==> config.mk <==
export PLATFORM = sky130hd
export DESIGN_NAME = cfsu_ctrl
export DESIGN_NICKNAME = d
export VERILOG_FILES = /design/src/sv/cfsu_pkg.sv /design/src/sv/cfsu_ctrl.sv
export SDC_FILE = /design/constraint.sdc
export NUM_CORES = 1
export LEC_CHECK = 0
export BUFFER_PORTS_ARGS = -buffer_cell sky130_fd_sc_hd__buf_2
export CAP_MARGIN = 20
export CORE_MARGIN = 10
export CORE_UTILIZATION = 55
export CTS_BUF_LIST = sky130_fd_sc_hd__clkbuf_4 sky130_fd_sc_hd__clkbuf_8 sky130_fd_sc_hd__clkbuf_16
export DETAILED_ROUTE_END_ITERATION = 10
export PLACE_DENSITY = 0.82
export REMOVE_ABC_BUFFERS = 1
export SETUP_SLACK_MARGIN = 0.15
export SLEW_MARGIN = 10
export SYNTH_ARGS = -nofsm -noshare
export SYNTH_HDL_FRONTEND = slang
export SYNTH_SLANG_ARGS = --single-unit
==> constraint.sdc <==
create_clock -name i_clk -period 5.3 [get_ports i_clk]
set_clock_uncertainty 0.1 [all_clocks]
set_input_delay 0.53 -clock i_clk [delete_from_list [all_inputs] [get_ports i_clk]]
set_output_delay 0.53 -clock i_clk [all_outputs]
set_load 0.01 [all_outputs]
==> src/sv/cfsu_pkg.sv <==
// ----------------------------------------------------------------------------
// Coulomb force sum unit package
// Widths, constants, sequencer states and controller/datapath interface types.
// ----------------------------------------------------------------------------
package cfsu_pkg;

    // Field and internal widths
    localparam int POS_W   = 32;          // Q8.24 position
    localparam int DIFF_W  = 33;          // exact position difference
    localparam int MAG_W   = 32;          // |d| >> 1, Q9.23
    localparam int CHG_W   = 16;          // Q4.12 charge
    localparam int Q_W     = 32;          // charge product, Q8.24
    localparam int QMAG_W  = 31;          // |qt*qs| <= 2^30
    localparam int R2_W    = 64;          // squared distance
    localparam int ROOT_W  = 32;          // floor(sqrt(r2))
    localparam int SQR_W   = 34;          // square root partial remainder
    localparam int MUL_W   = 32;          // shared multiplier operand
    localparam int PROD_W  = 64;          // shared multiplier product
    localparam int DEN_W   = 96;          // r2 * r
    localparam int A_W     = 63;          // |q| * m
    localparam int QUO_W   = 47;          // term quotient bits
    localparam int NUM_SH  = 38;          // numerator scale 2^38
    localparam int OVF_SH  = QUO_W - NUM_SH;
    localparam int FRC_W   = 48;          // sums and forces
    localparam int SUMX_W  = FRC_W + 2;   // sum plus term before clamping
    localparam int SP_W    = 78;          // |sum| * scale
    localparam int RND_SH  = 24;          // scale fraction bits
    localparam int RR_W    = SP_W - RND_SH;

    localparam int SQRT_STEPS = ROOT_W;
    localparam int DIV_STEPS  = QUO_W;
    localparam int CNT_W      = $clog2(DIV_STEPS);

    // 41.84 in Q.24
    localparam logic [29:0] SCALE_Q24 = 30'd701958717;

    localparam logic [FRC_W-1:0] SUM_MAX = {1'b0, {(FRC_W-1){1'b1}}};
    localparam logic [FRC_W-1:0] SUM_MIN = {1'b1, {(FRC_W-1){1'b0}}};

    // Sequencer states
    typedef enum logic [3:0] {
        ST_IDLE,
        ST_PREP,
        ST_SQ,
        ST_SQW,
        ST_DEC,
        ST_SQRT,
        ST_MUL,
        ST_MULW,
        ST_DINIT,
        ST_DIV,
        ST_ACC,
        ST_SCL,
        ST_SCLW,
        ST_EMIT
    } t_state;

    // Shared multiplier operations; the tag travels with the product
    typedef enum logic [3:0] {
        MOP_NONE,
        MOP_SQ_X,
        MOP_SQ_Y,
        MOP_SQ_Z,
        MOP_DEN_LO,
        MOP_DEN_HI,
        MOP_NUM_X,
        MOP_NUM_Y,
        MOP_NUM_Z,
        MOP_SCL_LO_X,
        MOP_SCL_HI_X,
        MOP_SCL_LO_Y,
        MOP_SCL_HI_Y,
        MOP_SCL_LO_Z,
        MOP_SCL_HI_Z
    } t_mop;

    // Controller to datapath commands
    typedef struct packed {
        logic load;        // capture an input word
        logic prep;        // magnitudes, clear r2
        t_mop mop;         // multiplier issue
        logic sqrt_init;
        logic sqrt_step;
        logic div_init;
        logic div_step;
        logic acc;         // add the three terms into the sums
        logic zflag_set;   // coincident source seen
        logic emit;        // load output register, clear sums
    } t_cmd;

    // Datapath to controller status
    typedef struct packed {
        logic r2_zero;
        logic q_zero;
        logic last;
        logic out_busy;
    } t_stat;

endpackage

==> src/sv/cfsu_ctrl.sv <==
// ----------------------------------------------------------------------------
// Coulomb force sum controller
// Sequences capture, squares, square root, products, division, accumulation
// and output scaling for one input word at a time.
// ----------------------------------------------------------------------------
module cfsu_ctrl (
    input  logic            i_clk,
    input  logic            i_rst_n,
    input  logic            i_in_valid,
    output logic            o_in_ready,
    output cfsu_pkg::t_cmd  o_cmd,
    input  cfsu_pkg::t_stat i_stat
);
    import cfsu_pkg::*;

    t_state           r_state;
    t_state           n_state;
    logic [CNT_W-1:0] r_cnt;
    logic [CNT_W-1:0] n_cnt;

    // State and step counter
    always_ff @(posedge i_clk) begin
        if (!i_rst_n) begin
            r_state <= ST_IDLE;
            r_cnt   <= '0;
        end else begin
            r_state <= n_state;
            r_cnt   <= n_cnt;
        end
    end

    // Next state and commands
    always_comb begin
        n_state    = r_state;
        n_cnt      = '0;
        o_cmd      = '0;
        o_cmd.mop  = MOP_NONE;
        o_in_ready = 1'b0;
        case (r_state)
            ST_IDLE: begin
                o_in_ready = 1'b1;
                if (i_in_valid) begin
                    o_cmd.load = 1'b1;
                    n_state    = ST_PREP;
                end
            end
            ST_PREP: begin
                o_cmd.prep = 1'b1;
                n_state    = ST_SQ;
            end
            // squared half-distances, one axis a cycle
            ST_SQ: begin
                case (r_cnt)
                    CNT_W'(0): o_cmd.mop = MOP_SQ_X;
                    CNT_W'(1): o_cmd.mop = MOP_SQ_Y;
                    default:   o_cmd.mop = MOP_SQ_Z;
                endcase
                if (r_cnt == CNT_W'(2)) begin
                    n_state = ST_SQW;
                end else begin
                    n_cnt = r_cnt + 1'b1;
                end
            end
            ST_SQW: n_state = ST_DEC;
            // skip coincident or uncharged sources
            ST_DEC: begin
                if (i_stat.r2_zero || i_stat.q_zero) begin
                    o_cmd.zflag_set = i_stat.r2_zero;
                    n_state = i_stat.last ? ST_SCL : ST_IDLE;
                end else begin
                    o_cmd.sqrt_init = 1'b1;
                    n_state = ST_SQRT;
                end
            end
            ST_SQRT: begin
                o_cmd.sqrt_step = 1'b1;
                if (r_cnt == CNT_W'(SQRT_STEPS - 1)) begin
                    n_state = ST_MUL;
                end else begin
                    n_cnt = r_cnt + 1'b1;
                end
            end
            // denominator halves, then the three numerators
            ST_MUL: begin
                case (r_cnt)
                    CNT_W'(0): o_cmd.mop = MOP_DEN_LO;
                    CNT_W'(1): o_cmd.mop = MOP_DEN_HI;
                    CNT_W'(2): o_cmd.mop = MOP_NUM_X;
                    CNT_W'(3): o_cmd.mop = MOP_NUM_Y;
                    default:   o_cmd.mop = MOP_NUM_Z;
                endcase
                if (r_cnt == CNT_W'(4)) begin
                    n_state = ST_MULW;
                end else begin
                    n_cnt = r_cnt + 1'b1;
                end
            end
            ST_MULW: n_state = ST_DINIT;
            ST_DINIT: begin
                o_cmd.div_init = 1'b1;
                n_state = ST_DIV;
            end
            ST_DIV: begin
                o_cmd.div_step = 1'b1;
                if (r_cnt == CNT_W'(DIV_STEPS - 1)) begin
                    n_state = ST_ACC;
                end else begin
                    n_cnt = r_cnt + 1'b1;
                end
            end
            ST_ACC: begin
                o_cmd.acc = 1'b1;
                n_state = i_stat.last ? ST_SCL : ST_IDLE;
            end
            // sum magnitudes times 41.84, low and high part per axis
            ST_SCL: begin
                case (r_cnt)
                    CNT_W'(0): o_cmd.mop = MOP_SCL_LO_X;
                    CNT_W'(1): o_cmd.mop = MOP_SCL_HI_X;
                    CNT_W'(2): o_cmd.mop = MOP_SCL_LO_Y;
                    CNT_W'(3): o_cmd.mop = MOP_SCL_HI_Y;
                    CNT_W'(4): o_cmd.mop = MOP_SCL_LO_Z;
                    default:   o_cmd.mop = MOP_SCL_HI_Z;
                endcase
                if (r_cnt == CNT_W'(5)) begin
                    n_state = ST_SCLW;
                end else begin
                    n_cnt = r_cnt + 1'b1;
                end
            end
            ST_SCLW: n_state = ST_EMIT;
            // wait for the output register to free up
            ST_EMIT: begin
                if (!i_stat.out_busy) begin
                    o_cmd.emit = 1'b1;
                    n_state = ST_IDLE;
                end
            end
            default: n_state = ST_IDLE;
        endcase
    end

endmodule

==> impl_metrics.toml <==
[cts]
holdBufCountCts = 0
numCtsBuffers = 3
path_clk_slew_ns = 0.07
post_cts_buffers = 0
cts_max_level = 1
cts_tree = "yes"
clk_latency_ns = 0.27
clock_sinks = 10
cts_resized = 0
cts-root-buf = "clkbuf_4"
cts_buffer_depth = 2

[synth]
ys_top_cells_by_count = "nor2_1 (19), dfxtp_1 (10), nand2_1 (10)"
ys_top_cells_by_area = "dfxtp_1 (20%), nor2_1 (7.0%), ha_1 (4.9%), o21ai_0 (4.4%), nand2_1 (3.7%)"
yosysMostFrequentCell = "nor2_1"
async_reset_ff_share_pct = 0
synth.top_cell.area_share_pct = 19.6
avgSynthCellArea_um2 = 7.34
yosysTopAreaCell = "dfxtp_1"
synth.distinct_cells = 53
synth_seq_cells = 10
synthCells = 139
synth_ff_type = "dfxtp_1"
ys_warn_count = 0
synth_edf_count = 0
synth.cell_area_um2 = 1020
seq_area_frac_synth_pct = 19.6

[worst_setup_path]
cpPeakStageDelay_ns = 0.73
worstReg2RegEnd = "r_state[2]"
required_ns = 4.67
cp_slowest_cell = "nor4_1"
crit_type = "reg2out"
crit_end = "o_cmd[7]"
path_cells = "nor4_1 > o21ai_0 > nand2_1 > o2111ai_1 > o21ai_0 > buf_2"
reg2regPathDepth = 5
end_kind = "output port"
cpMostUsedCell = "o21ai_0"
cp-start-kind = "register"
r2r_slack_ns = 3.10
rr_startpoint = "r_state[1]"
startpoint = "r_cnt[3]"
path_max_fanout = 6
arrival_ns = 2.11

[global_routing]
grt-ovfl-total = 0
antenna_found_initial = 0
grt_max_degree = 22
grtUsageTotal_pct = 11.9
grt_pass1_vias = 972
grt_pass1_wl_um = 4140

[floorplan]
die_y_um = 63.1
core_area_um2 = 1750
die_w_um = 63.1
ios = 21
rows = 15
start_util_pct = 58.4
dieArea_um2 = 3980

[route]
dr.pass1.iters = 4
drc_errors = 0
ant_nets = 0
routed_via_density = 6.02
vias = 1077
routed_wl_um = 2610
routedWlPerCell_um = 14.6
drt-initial-drc-count = 40

[cells_and_area]
area_growth_pct = 11.9
n_antenna_cell = 0
fillCellCount = 168
nets = 166
multiInputGateArea_um2 = 747
seqCellArea_um2 = 200
drive_gt1_share_pct = 20.8

[timing]
slew_headroom_pct = 44.9
tightestPinTransition_ns = 0.819
final-hold-violation-count = 0
setup-tns-final_ns = 0
fmax_mhz = 366
final.period_utilization_pct = 51.6
setup-violations-final = 0
period_minus_slack_ns = 2.74
rsz0062_at_grt = "no"
maxSlewViolCount = 0

[power_and_ir_drop]
p_leak_nw = 0.465
worst_ir_drop_vdd_uv = 197
power_uw = 378
power_density_nw_per_um2 = 331

[placement]
dp_hpwl_um = 1990
io_buffers = 20
gp_congestion = 0.836

[min_path]
min_path_type = "reg2reg"

[outcome]
outcome = "complete, no violations"

[flow_run]
drv_cap = 0
==> through the flow <==
step / setup slack [ns] / util, % / instances / cell area (um^2) / hold WS, ns
global route: 2.41 / 65.4 / 179 / 1140 / 0.450
global placement: 3.02 / 63.3 / 175 / 1100 / 0.366
floorplan: 3.16 / - / 130 / 973 / 0.345
finish: 2.56 / 65.4 / 179 / 1140 / 0.396
CTS: 2.59 / 65.4 / 179 / 1140 / 0.404
detailed placement: 2.90 / 63.3 / 175 / 1100 / 0.389
==> critical path: cells and delay by family (launching register included) <==
kind                   cells  cell delay [ns]
AND/OR/NAND/NOR            2             0.85
AO/OA/AOI/OAI              3             0.44
flip-flops                 1             0.36
buffers and inverters      1             0.18
==> cell type report <==
class                      instances  share of cell area (%)
clock buffer                       4                    3.18
inverter                           7                    2.30
multi-input combinational        113                    65.5
timing repair buffer              20                    8.77
sequential                        10                    17.5
tap                               25                    2.74
==> layer usage <==
layer / wire [um] / track usage, % / up-vias / part of all wire (%)
met5: 0 / 0 / - / 0
met1: 1200 / 14.2 / 501 / 46
li1: - / - / 531 / -
met3: 180 / 2.83 / 8 / 6.9
met2: 1150 / 19.0 / 37 / 44
met4: 78 / 6.70 / 0 / 3.0
==> how the worst min path moves through the flow <==
stage / start / end / slack (ns) / cells past startpoint
6_report: r_cnt[0] / r_cnt[0] / 0.40 / 1
5_1_grt: r_cnt[0] / r_cnt[0] / 0.45 / 1
4_1_cts: r_cnt[0] / r_cnt[0] / 0.40 / 1
3_5_place_dp: r_cnt[0] / r_cnt[0] / 0.39 / 1
3_3_place_gp: r_cnt[0] / r_cnt[0] / 0.37 / 1
2_1_floorplan: r_cnt[0] / r_cnt[0] / 0.34 / 1
==> layout by cell type (no fill, tap or decap), types with 4 or more instances in the layout <==
master,instances
a21oi_1,6
buf_2,20
dfxtp_1,10
ha_1,4
inv_1,7
nand2_1,10
nand2b_1,5
nand3_1,6
nor2_1,19
nor2b_1,5
nor3_1,4
o21ai_0,9
==> flip-flops by register name (all words and copies together), names as in the netlist <==
name and cells:
r_state 4, r_cnt 6
==> logic make-up (layout without fill, tap and decap cells) <==
kind of cell / count (synthesis) / after routing / share of synthesized area [%]
simple gates: 70 / 70 / 39.8
compound gates: 32 / 32 / 22.1
buf+inv: 16 / 31 / 7.12
flops: 10 / 10 / 19.6
fa+ha+maj: 5 / 5 / 5.89
xor+xnor: 4 / 4 / 3.44
mux: 2 / 2 / 2.09
==> where the power goes <==
group	switching, mW	internal, mW	total [mW]	leakage, nW
Combinational	0.0956	0.0881	0.184	0.363
Clock	0.0267	0.0417	0.0684	0.0210
Sequential	0.0413	0.0841	0.125	0.0810
Note: power is estimated with default switching activity, not from simulation.
